[config.mk]
export PLATFORM = sky130hd
export DESIGN_NAME = status_led_blink_sequencer
export DESIGN_NICKNAME = d
export VERILOG_FILES = /design/src/hdl/slbs_pkg.sv /design/src/hdl/slbs_alu.sv /design/src/hdl/slbs_core.sv /design/src/hdl/status_led_blink_sequencer.sv
export SDC_FILE = /design/constraint.sdc
export NUM_CORES = 1
export LEC_CHECK = 0
export BUFFER_PORTS_ARGS = -buffer_cell sky130_fd_sc_hd__buf_2
export CAP_MARGIN = 15
export CORE_MARGIN = 4
export CORE_UTILIZATION = 60
export CTS_CLUSTER_SIZE = 16
export DETAILED_ROUTE_END_ITERATION = 10
export PLACE_DENSITY_LB_ADDON = 0.15
export SYNTH_ARGS = -nofsm -noshare
export SYNTH_HDL_FRONTEND = slang
export SYNTH_SLANG_ARGS = --single-unit
[constraint.sdc]
create_clock -name clk_i -period 14.9 [get_ports clk_i]
set_input_delay 2.98 -clock clk_i [delete_from_list [all_inputs] [get_ports clk_i]]
set_output_delay 2.98 -clock clk_i [all_outputs]
set_load 0.01 [all_outputs]
[src/hdl/slbs_pkg.sv]
// ----------------------------------------------------------------------------
// slbs_pkg
// Shared types, constants and pattern tables for the status LED blink
// sequencer.
// ----------------------------------------------------------------------------
`default_nettype none

package slbs_pkg;

  localparam int unsigned TimeW = 32;
  localparam int unsigned CfgW  = 16;
  localparam int unsigned StepW = 3;
  localparam int unsigned DurW  = 8;
  localparam int unsigned CntW  = 5;

  // Register reset values
  localparam logic [CfgW-1:0] JoinHpRst   = 16'd100;
  localparam logic [CfgW-1:0] PortalHpRst = 16'd500;
  localparam logic [CfgW-1:0] LinkChkRst  = 16'd500;
  localparam logic [CfgW-1:0] RefreshRst  = 16'd1000;

  // Overlay step durations (ms)
  localparam logic [DurW-1:0] DurWink    = 8'd80;
  localparam logic [DurW-1:0] DurGap     = 8'd150;
  localparam logic [DurW-1:0] DurProfile = 8'd100;

  typedef enum logic [1:0] {
    CFG_JOIN_HP   = 2'd0,
    CFG_PORTAL_HP = 2'd1,
    CFG_LINK_CHK  = 2'd2,
    CFG_REFRESH   = 2'd3
  } cfg_idx_e;

  typedef enum logic [1:0] {
    MODE_JOIN   = 2'd0,
    MODE_PORTAL = 2'd1,
    MODE_CONN   = 2'd2
  } mode_e;

  typedef enum logic [1:0] {
    PAT_NONE    = 2'd0,
    PAT_WINK    = 2'd1,
    PAT_DOUBLE  = 2'd2,
    PAT_PROFILE = 2'd3
  } pattern_e;

  typedef enum logic {
    ALU_ADD = 1'b0,
    ALU_SUB = 1'b1
  } alu_op_e;

  typedef enum logic [3:0] {
    ST_IDLE,
    ST_LINK_DIFF,
    ST_LINK_CMP,
    ST_EVENTS,
    ST_DIV,
    ST_PAT_DIFF,
    ST_PAT_CMP,
    ST_PAT_ADV,
    ST_REF_DIFF,
    ST_REF_CMP,
    ST_DONE
  } state_e;

  typedef struct packed {
    logic [CfgW-1:0] join_hp;
    logic [CfgW-1:0] portal_hp;
    logic [CfgW-1:0] link_chk;
    logic [CfgW-1:0] refresh;
  } cfg_t;

  typedef struct packed {
    logic [TimeW-1:0] now_ms;
    logic [1:0]       mode;
    logic             wifi_up;
    logic             link_connected;
    logic             ev_start;
    logic             ev_failed;
    logic             ev_profile;
  } item_t;

  typedef struct packed {
    logic     led_on;
    logic     led_write;
    pattern_e active_pattern;
  } result_t;

  function automatic logic [StepW-1:0] pat_len(pattern_e sel);
    logic [StepW-1:0] len;
    unique case (sel)
      PAT_NONE:    len = 3'd0;
      PAT_WINK:    len = 3'd1;
      PAT_DOUBLE:  len = 3'd3;
      PAT_PROFILE: len = 3'd5;
      default:     len = 3'd0;
    endcase
    return len;
  endfunction

  function automatic logic [DurW-1:0] pat_dur(pattern_e sel, logic [StepW-1:0] idx);
    logic [DurW-1:0] dur;
    unique case (sel)
      PAT_WINK:    dur = DurWink;
      PAT_DOUBLE:  dur = (idx == 3'd1) ? DurGap : DurWink;
      PAT_PROFILE: dur = DurProfile;
      default:     dur = '0;
    endcase
    return dur;
  endfunction

endpackage

`default_nettype wire

[src/hdl/slbs_alu.sv]
// ----------------------------------------------------------------------------
// slbs_alu
// Shared 32-bit add/subtract unit with carry (add) or borrow (subtract) out.
// ----------------------------------------------------------------------------
`default_nettype none

module slbs_alu (
  input  slbs_pkg::alu_op_e              op_i,
  input  logic [slbs_pkg::TimeW-1:0]     a_i,
  input  logic [slbs_pkg::TimeW-1:0]     b_i,
  output logic [slbs_pkg::TimeW-1:0]     res_o,
  output logic                           carry_o
);

  logic [slbs_pkg::TimeW:0] full;

  always_comb begin
    unique case (op_i)
      slbs_pkg::ALU_ADD: full = {1'b0, a_i} + {1'b0, b_i};
      slbs_pkg::ALU_SUB: full = {1'b0, a_i} - {1'b0, b_i};
      default:           full = '0;
    endcase
  end

  assign res_o   = full[slbs_pkg::TimeW-1:0];
  assign carry_o = full[slbs_pkg::TimeW];

endmodule

`default_nettype wire

[src/hdl/slbs_core.sv]
// ----------------------------------------------------------------------------
// slbs_core
// Sequencer and state for one tick: link sample, event handling, blink
// divider or overlay catch-up, and write decision, all on the shared ALU.
// ----------------------------------------------------------------------------
`default_nettype none

module slbs_core (
  input  logic              clk_i,
  input  logic              rst_ni,
  input  logic              start_i,
  input  slbs_pkg::item_t   item_i,
  input  slbs_pkg::cfg_t    cfg_i,
  output logic              idle_o,
  output logic              res_valid_o,
  input  logic              res_ready_i,
  output slbs_pkg::result_t res_o
);

  localparam int unsigned TW = slbs_pkg::TimeW;
  localparam int unsigned CW = slbs_pkg::CfgW;

  slbs_pkg::state_e   state_q, state_d;

  // persistent state
  slbs_pkg::pattern_e           pat_q, pat_d;
  logic [slbs_pkg::StepW-1:0]   step_q, step_d;
  logic [TW-1:0]                step_start_q, step_start_d;
  logic [TW-1:0]                last_write_q, last_write_d;
  logic [TW-1:0]                last_chk_q, last_chk_d;
  logic                         link_smp_q, link_smp_d;
  logic                         last_level_q, last_level_d;
  logic                         written_q, written_d;

  // per-tick working registers
  logic [TW-1:0]                now_q, now_d;
  slbs_pkg::mode_e              mode_q, mode_d;
  logic                         wifi_q, wifi_d;
  logic                         link_q, link_d;
  logic                         ev_start_q, ev_start_d;
  logic                         ev_failed_q, ev_failed_d;
  logic                         ev_profile_q, ev_profile_d;
  logic [TW-1:0]                acc_q, acc_d;
  logic [CW-1:0]                rem_q, rem_d;
  logic [TW-1:0]                dvd_q, dvd_d;
  logic [slbs_pkg::CntW-1:0]    cnt_q, cnt_d;
  logic                         on_q, on_d;
  logic                         wr_q, wr_d;

  // shared unit
  slbs_pkg::alu_op_e            alu_op;
  logic [TW-1:0]                alu_a, alu_b, alu_res;
  logic                         alu_carry;

  logic [CW:0]                  div_r;
  logic [CW-1:0]                div_hp;
  logic [slbs_pkg::DurW-1:0]    dur;
  logic [slbs_pkg::StepW-1:0]   step_nxt;
  logic                         link_now;
  logic                         do_write;

  slbs_alu u_alu (
    .op_i    (alu_op),
    .a_i     (alu_a),
    .b_i     (alu_b),
    .res_o   (alu_res),
    .carry_o (alu_carry)
  );

  always_ff @(posedge clk_i or negedge rst_ni) begin
    if (!rst_ni) begin
      state_q <= slbs_pkg::ST_IDLE;
    end else begin
      state_q <= state_d;
    end
  end

  always_ff @(posedge clk_i or negedge rst_ni) begin
    if (!rst_ni) begin
      pat_q        <= slbs_pkg::PAT_NONE;
      step_q       <= '0;
      step_start_q <= '0;
      last_write_q <= '0;
      last_chk_q   <= '0;
      link_smp_q   <= 1'b1;
      last_level_q <= 1'b0;
      written_q    <= 1'b0;
    end else begin
      pat_q        <= pat_d;
      step_q       <= step_d;
      step_start_q <= step_start_d;
      last_write_q <= last_write_d;
      last_chk_q   <= last_chk_d;
      link_smp_q   <= link_smp_d;
      last_level_q <= last_level_d;
      written_q    <= written_d;
    end
  end

  always_ff @(posedge clk_i) begin
    now_q        <= now_d;
    mode_q       <= mode_d;
    wifi_q       <= wifi_d;
    link_q       <= link_d;
    ev_start_q   <= ev_start_d;
    ev_failed_q  <= ev_failed_d;
    ev_profile_q <= ev_profile_d;
    acc_q        <= acc_d;
    rem_q        <= rem_d;
    dvd_q        <= dvd_d;
    cnt_q        <= cnt_d;
    on_q         <= on_d;
    wr_q         <= wr_d;
  end

  // divider operands: restoring step, one quotient bit per cycle
  assign div_r  = {rem_q, dvd_q[TW-1]};
  assign div_hp = (mode_q == slbs_pkg::MODE_JOIN) ?
                  ((cfg_i.join_hp == '0) ? 16'd1 : cfg_i.join_hp) :
                  ((cfg_i.portal_hp == '0) ? 16'd1 : cfg_i.portal_hp);

  assign dur      = slbs_pkg::pat_dur(pat_q, step_q);
  assign step_nxt = step_q + 3'd1;

  always_comb begin
    state_d      = state_q;
    pat_d        = pat_q;
    step_d       = step_q;
    step_start_d = step_start_q;
    last_write_d = last_write_q;
    last_chk_d   = last_chk_q;
    link_smp_d   = link_smp_q;
    last_level_d = last_level_q;
    written_d    = written_q;
    now_d        = now_q;
    mode_d       = mode_q;
    wifi_d       = wifi_q;
    link_d       = link_q;
    ev_start_d   = ev_start_q;
    ev_failed_d  = ev_failed_q;
    ev_profile_d = ev_profile_q;
    acc_d        = acc_q;
    rem_d        = rem_q;
    dvd_d        = dvd_q;
    cnt_d        = cnt_q;
    on_d         = on_q;
    wr_d         = wr_q;
    alu_op       = slbs_pkg::ALU_SUB;
    alu_a        = now_q;
    alu_b        = '0;
    link_now     = link_smp_q;
    do_write     = 1'b0;
    idle_o       = 1'b0;
    res_valid_o  = 1'b0;

    unique case (state_q)
      slbs_pkg::ST_IDLE: begin
        idle_o = 1'b1;
        if (start_i) begin
          now_d        = item_i.now_ms;
          // mode code three behaves as connected
          mode_d       = (item_i.mode == 2'd3) ? slbs_pkg::MODE_CONN :
                         slbs_pkg::mode_e'(item_i.mode);
          wifi_d       = item_i.wifi_up;
          link_d       = item_i.link_connected;
          ev_start_d   = item_i.ev_start;
          ev_failed_d  = item_i.ev_failed;
          ev_profile_d = item_i.ev_profile;
          state_d      = slbs_pkg::ST_LINK_DIFF;
        end
      end

      slbs_pkg::ST_LINK_DIFF: begin
        alu_b = last_chk_q;
        acc_d = alu_res;
        state_d = wifi_q ? slbs_pkg::ST_LINK_CMP : slbs_pkg::ST_EVENTS;
      end

      slbs_pkg::ST_LINK_CMP: begin
        alu_a = acc_q;
        alu_b = {16'd0, cfg_i.link_chk};
        if (!alu_carry) begin
          last_chk_d = now_q;
          link_smp_d = link_q;
          link_now   = link_q;
        end
        mode_d  = link_now ? slbs_pkg::MODE_CONN : slbs_pkg::MODE_JOIN;
        state_d = slbs_pkg::ST_EVENTS;
      end

      slbs_pkg::ST_EVENTS: begin
        if (mode_q == slbs_pkg::MODE_CONN) begin
          on_d    = 1'b1;
          state_d = slbs_pkg::ST_PAT_DIFF;
          priority if (ev_profile_q) begin
            pat_d        = slbs_pkg::PAT_PROFILE;
            step_d       = '0;
            step_start_d = now_q;
          end else if (pat_q != slbs_pkg::PAT_PROFILE && ev_failed_q) begin
            pat_d        = slbs_pkg::PAT_DOUBLE;
            step_d       = '0;
            step_start_d = now_q;
          end else if (pat_q == slbs_pkg::PAT_NONE && ev_start_q) begin
            pat_d        = slbs_pkg::PAT_WINK;
            step_d       = '0;
            step_start_d = now_q;
          end else begin
            pat_d = pat_q;
          end
        end else begin
          // outside connected mode the overlay is dropped
          pat_d   = slbs_pkg::PAT_NONE;
          step_d  = '0;
          rem_d   = '0;
          dvd_d   = now_q;
          cnt_d   = '1;
          state_d = slbs_pkg::ST_DIV;
        end
      end

      slbs_pkg::ST_DIV: begin
        alu_a = {15'd0, div_r};
        alu_b = {16'd0, div_hp};
        rem_d = alu_carry ? div_r[CW-1:0] : alu_res[CW-1:0];
        dvd_d = {dvd_q[TW-2:0], 1'b0};
        on_d  = ~alu_carry;          // last one left is the quotient LSB
        cnt_d = cnt_q - 5'd1;
        if (cnt_q == '0) begin
          state_d = slbs_pkg::ST_REF_DIFF;
        end
      end

      slbs_pkg::ST_PAT_DIFF: begin
        alu_b = step_start_q;
        acc_d = alu_res;
        state_d = (pat_q == slbs_pkg::PAT_NONE) ? slbs_pkg::ST_REF_DIFF :
                  slbs_pkg::ST_PAT_CMP;
      end

      slbs_pkg::ST_PAT_CMP: begin
        alu_a = acc_q;
        alu_b = {24'd0, dur};
        if (alu_carry) begin
          // current step still running: off on even steps
          on_d    = step_q[0];
          state_d = slbs_pkg::ST_REF_DIFF;
        end else begin
          state_d = slbs_pkg::ST_PAT_ADV;
        end
      end

      slbs_pkg::ST_PAT_ADV: begin
        alu_op       = slbs_pkg::ALU_ADD;
        alu_a        = step_start_q;
        alu_b        = {24'd0, dur};
        step_start_d = alu_res;
        if (step_nxt >= slbs_pkg::pat_len(pat_q)) begin
          pat_d  = slbs_pkg::PAT_NONE;
          step_d = '0;
        end else begin
          step_d = step_nxt;
        end
        state_d = slbs_pkg::ST_PAT_DIFF;
      end

      slbs_pkg::ST_REF_DIFF: begin
        alu_b   = last_write_q;
        acc_d   = alu_res;
        state_d = slbs_pkg::ST_REF_CMP;
      end

      slbs_pkg::ST_REF_CMP: begin
        alu_a    = acc_q;
        alu_b    = {16'd0, cfg_i.refresh};
        do_write = !written_q || (on_q != last_level_q) || !alu_carry;
        wr_d     = do_write;
        if (do_write) begin
          last_level_d = on_q;
          last_write_d = now_q;
          written_d    = 1'b1;
        end
        state_d = slbs_pkg::ST_DONE;
      end

      slbs_pkg::ST_DONE: begin
        res_valid_o = 1'b1;
        if (res_ready_i) begin
          state_d = slbs_pkg::ST_IDLE;
        end
      end

      default: begin
        state_d = slbs_pkg::ST_IDLE;
      end
    endcase
  end

  assign res_o.led_on         = on_q;
  assign res_o.led_write      = wr_q;
  assign res_o.active_pattern = pat_q;

endmodule

`default_nettype wire

[src/hdl/status_led_blink_sequencer.sv]
// ----------------------------------------------------------------------------
// status_led_blink_sequencer
// Status LED sequencer: per poll tick, picks the display mode, runs the
// blink or overlay pattern and decides whether the LED pin is rewritten.
//
//   channel  direction  handshake                payload
//   -------  ---------  -----------------------  ---------------------------
//   in       slave      in_valid_i / in_ready_o  now_ms, mode, flags, events
//   out      master     out_valid_o/out_ready_i  led_on, led_write, pattern
//   cfg      slave      cfg_valid_i/cfg_ready_o  cfg_index_i, cfg_data_i
//
// Sequencing: blink modes run the bit-per-cycle restoring divider
//   (now_ms / half period); connected mode steps through the diff, compare
//   and advance states once per overlay step caught up (at most 5 steps).
//   All time and divider arithmetic shares one 32-bit add/subtract unit.
// in_ready_o is high only while the sequencer is idle.
// The result sits in an output register; the next tick may be accepted and
//   processed while it waits, and the core holds its own result until the
//   register frees up.
// Reset: asynchronous, resets FSM and persistent state and loads the register
//   defaults. cfg writes are always accepted (cfg_ready_o tied high).
// ----------------------------------------------------------------------------
`default_nettype none

module status_led_blink_sequencer (
  input  logic        clk_i,
  input  logic        rst_ni,
  // tick input
  input  logic        in_valid_i,
  output logic        in_ready_o,
  input  logic [31:0] now_ms_i,
  input  logic [1:0]  requested_mode_i,
  input  logic        wifi_up_i,
  input  logic        link_connected_i,
  input  logic        ev_query_start_i,
  input  logic        ev_query_failed_i,
  input  logic        ev_profile_sent_i,
  // result output
  output logic        out_valid_o,
  input  logic        out_ready_i,
  output logic        led_on_o,
  output logic        led_write_o,
  output logic [1:0]  active_pattern_o,
  // register write port
  input  logic        cfg_valid_i,
  output logic        cfg_ready_o,
  input  logic [1:0]  cfg_index_i,
  input  logic [15:0] cfg_data_i
);

  slbs_pkg::cfg_t    cfg_q, cfg_d;
  slbs_pkg::item_t   item;
  slbs_pkg::result_t core_res;
  slbs_pkg::result_t res_q;
  logic              core_idle;
  logic              core_valid;
  logic              out_valid_q, out_valid_d;
  logic              res_ready;
  logic              res_load;

  // ---------------------------------------------------------------- registers
  assign cfg_ready_o = 1'b1;

  always_comb begin
    cfg_d = cfg_q;
    if (cfg_valid_i) begin
      unique case (slbs_pkg::cfg_idx_e'(cfg_index_i))
        slbs_pkg::CFG_JOIN_HP:   cfg_d.join_hp   = cfg_data_i;
        slbs_pkg::CFG_PORTAL_HP: cfg_d.portal_hp = cfg_data_i;
        slbs_pkg::CFG_LINK_CHK:  cfg_d.link_chk  = cfg_data_i;
        slbs_pkg::CFG_REFRESH:   cfg_d.refresh   = cfg_data_i;
        default:                 cfg_d           = cfg_q;
      endcase
    end
  end

  always_ff @(posedge clk_i or negedge rst_ni) begin
    if (!rst_ni) begin
      cfg_q.join_hp   <= slbs_pkg::JoinHpRst;
      cfg_q.portal_hp <= slbs_pkg::PortalHpRst;
      cfg_q.link_chk  <= slbs_pkg::LinkChkRst;
      cfg_q.refresh   <= slbs_pkg::RefreshRst;
    end else begin
      cfg_q <= cfg_d;
    end
  end

  // ---------------------------------------------------------------- core
  assign item.now_ms         = now_ms_i;
  assign item.mode           = requested_mode_i;
  assign item.wifi_up        = wifi_up_i;
  assign item.link_connected = link_connected_i;
  assign item.ev_start       = ev_query_start_i;
  assign item.ev_failed      = ev_query_failed_i;
  assign item.ev_profile     = ev_profile_sent_i;

  assign in_ready_o = core_idle;

  slbs_core u_core (
    .clk_i       (clk_i),
    .rst_ni      (rst_ni),
    .start_i     (in_valid_i),
    .item_i      (item),
    .cfg_i       (cfg_q),
    .idle_o      (core_idle),
    .res_valid_o (core_valid),
    .res_ready_i (res_ready),
    .res_o       (core_res)
  );

  // ---------------------------------------------------------------- output
  // Output register: takes a result whenever it is empty or being drained.
  assign res_ready = !out_valid_q || out_ready_i;
  assign res_load  = core_valid && res_ready;

  always_comb begin
    out_valid_d = out_valid_q;
    if (res_load) begin
      out_valid_d = 1'b1;
    end else if (out_ready_i) begin
      out_valid_d = 1'b0;
    end
  end

  always_ff @(posedge clk_i or negedge rst_ni) begin
    if (!rst_ni) begin
      out_valid_q <= 1'b0;
    end else begin
      out_valid_q <= out_valid_d;
    end
  end

  always_ff @(posedge clk_i) begin
    if (res_load) begin
      res_q <= core_res;
    end
  end

  assign out_valid_o      = out_valid_q;
  assign led_on_o         = res_q.led_on;
  assign led_write_o      = res_q.led_write;
  assign active_pattern_o = res_q.active_pattern;

endmodule

`default_nettype wire

==> metrics <==
status finished, final reports clean; CTS H-tree lvls 2; RSZ-0062 raised after global routing false; Post-Syn Instances 1,540; share of cells above drive strength 1 0.192; Slew Viols, Final 0; Max Freq 120 MHz; Clock Sinks 303; Clock Pin Slew Worst Setup and Hold Paths 0.06 ns; via total after detailed routing 13,200; I/O pin count 69; TNS Setup 0 ns; Avg Inst Size Synth 10.8 µm²; CP endpoint kind flip-flop; Die H 175 µm; Clock Path Buffers 3; Fin. Hold Viols 0; Starting Density 0.614; Layout fillers 2,113; Slowest-stage cell, CP dfrtp_2; initial antenna violation count 0; CTS root buf clkbuf_16; Final Setup Violations 0; CP Cell Sequence or4b_2 -> buf_4 -> nor3_1 -> o2bb2ai_1 -> a2111oi_4 -> nand3_1 -> o31ai_4 -> or4b_1 -> nor3b_2 -> xor2_1 -> ha_1 -> a21o_1 -> a21oi_1 -> a2bb2oi_1 -> nand4b_1 -> o21ai_0 -> and3b_1 -> nand3_2 -> a31oi_4 -> buf_4 -> mux2_2; Area growth, synth to finish 10.6%; Unique masters post-synth 92; vias in the first global route 12,800; Post-Syn Area 0.0167 mm²; Antenna Nets Post-Route 0; Layout Skew 0.0203 ns; Vias/cell 6.70; period utilization 0.561; Clock Latency Late Sink 0.54 ns; dpl hpwl 33,900 µm; All-Layer GR Usage 0.320; Final min period 8.37 ns; Least-Margin Pin Slew 1.20 ns; leading cell type in the layout, fill and taps excluded nand2_1; sequential fraction of the synthesis area 0.495; Mapped Nets 1,646; ANT cells 0; most frequent CP cell buf_4; CP max FO 48; Async S/R FF share, synth 0.571; worst hold stages 0; gr ovfl total 0; Row Count 60; Setup Crit Path Kind flip-flop to flip-flop; total setup buffers inserted after CTS 0; Starting DRT DRC Count 1,911; Post-synth EDFFs 130; die area 0.0305 mm²; global-route wire length before repair 76,300 µm; placer congestion estimate 0.965; Total Routed Length 49,700 µm; commonest cells after routing, fill and taps aside nand2_1 (216), dfrtp_1 (150), edfxtp_1 (130); Seq cells post-synth 303; Slew Limit Headroom 0.197; pin count of the biggest net entering global routing 76; sequential cell area 0.00826 mm²; flop2flop setup slack 6.53 ns; hold crit path type flip-flop to flip-flop; Critical Path Start Type flip-flop; CP max stage delay 1.01 ns; DR pass1 iterations 9; area of the multi-input gates 0.00793 mm²; Post-CTS Resized 0; die width 175 µm; cts bufs inserted 34; port bufs 67; synthesis warning total 0; Core Area 0.0272 mm²; CTS tree done; CTS Hold Bufs 0; Data arrival, critical path 8.77 ns; length in cells of the worst reg-to-reg path 21; max-cap violation count 0; Worst Path Required 15.30 ns; Nets 1,676; Most used DFF post-synth dfrtp_1; DRC errors left 0; final core occ 0.679; routed len/inst 25.2 µm
## cell usage after synthesis (7+ instances only)
library cell / count / share of area
a21o_1: 28 / 0.013
a21oi_1: 94 / 0.028
a221o_1: 8 / 0.0048
a222oi_1: 41 / 0.025
a22oi_1: 12 / 0.0054
a31oi_1: 27 / 0.010
and2_1: 7 / 0.0026
and3_1: 9 / 0.0034
buf_2: 15 / 0.0045
clkbuf_1: 61 / 0.014
dfrtp_1: 151 / 0.23
dfstp_2: 22 / 0.035
edfxtp_1: 130 / 0.23
ha_1: 43 / 0.032
inv_1: 38 / 0.0085
mux2_1: 34 / 0.023
mux2_2: 70 / 0.047
mux2_4: 30 / 0.027
mux2i_1: 17 / 0.010
nand2_1: 216 / 0.049
nand2b_1: 13 / 0.0049
nand3_1: 27 / 0.0081
nand3b_1: 13 / 0.0058
nand4_1: 19 / 0.0071
nor2_1: 95 / 0.021
nor2b_1: 15 / 0.0056
nor3_1: 22 / 0.0066
nor4_1: 14 / 0.0052
o21ai_0: 43 / 0.013
o31ai_1: 23 / 0.010
or2_2: 7 / 0.0026
xnor2_1: 38 / 0.020
xor2_1: 26 / 0.014
## state kept, by name, indices dropped and copies added, names as in the netlist, 3 cells and up
name,count
cfg_q,64
u_core.acc_q,32
u_core.cnt_q,5
u_core.dvd_q,32
u_core.last_chk_q,32
u_core.last_write_q,32
u_core.now_q,32
u_core.rem_q,16
u_core.state_q,4
u_core.step_q,3
u_core.step_start_q,32
## through the flow
stage          worst slack, ns  std cells  cell area [µm²]  hold slack [ns]
3_5_place_dp              6.73       1906            17300            0.412
5_1_grt                   6.07       1968            18500            0.451
2_1_floorplan             8.98       1540            16700            0.400
3_3_place_gp              6.97       1906            17300            0.404
6_report                  6.53       1968            18500            0.428
4_1_cts                   6.73       1968            18500            0.425
## cell families (layout without fill, tap and decap cells)
logic type,count (synthesis),after routing,synth area share
mux,151,151,0.107
buf+inv,133,189,0.0351
compound gates,351,351,0.152
flops,303,303,0.495
xor+xnor,64,64,0.0336
simple gates,493,493,0.143
other cells,1,1,0.000225
fa+ha+maj,44,44,0.0334
## cell type report
type,count,area share
repair buffers,88,0.0270
inverters,39,0.00793
clock inverters,14,0.0105
well taps,372,0.0252
multi-input cells,1104,0.430
clock buffers,48,0.0522
flip-flops and latches,303,0.448
## worst max-delay path, delay by kind of cell (launching register included)
family                     cells  cell delay [ns]
and+or+nand+nor                8             2.76
AOI/OAI and AO/OA              8             2.40
muxes                          1             0.41
xor gates and xnor gates       1             0.18
adders and majority gates      1             0.34
DFF                            1             1.01
buffers and inverters          2             1.07
## worst paths after layout
| check | endpoint | from |
|---|---|---|
| max | u_core.last_chk_q[1] | u_core.state_q[3] |
| min | led_write_o | u_core.wr_q |
| max reg2reg | u_core.last_chk_q[1] | u_core.state_q[3] |
| min reg2reg | led_write_o | u_core.wr_q |
| max in group asynchronous | u_core.step_start_q[11] | rst_ni |
| min in group asynchronous | u_core.state_q[0] | rst_ni |
## routing by layer
metal	up-vias	part of all wire	global-route usage
met2	756	0.44	0.477
met5	-	0	0
met4	0	0.025	0.0841
li1	5792	-	-
met1	6539	0.42	0.478
met3	105	0.12	0.0718
Power is left out: the tool's default activity adds up to more than one toggle a clock period on the data nets, which glitch-free logic cannot reach.
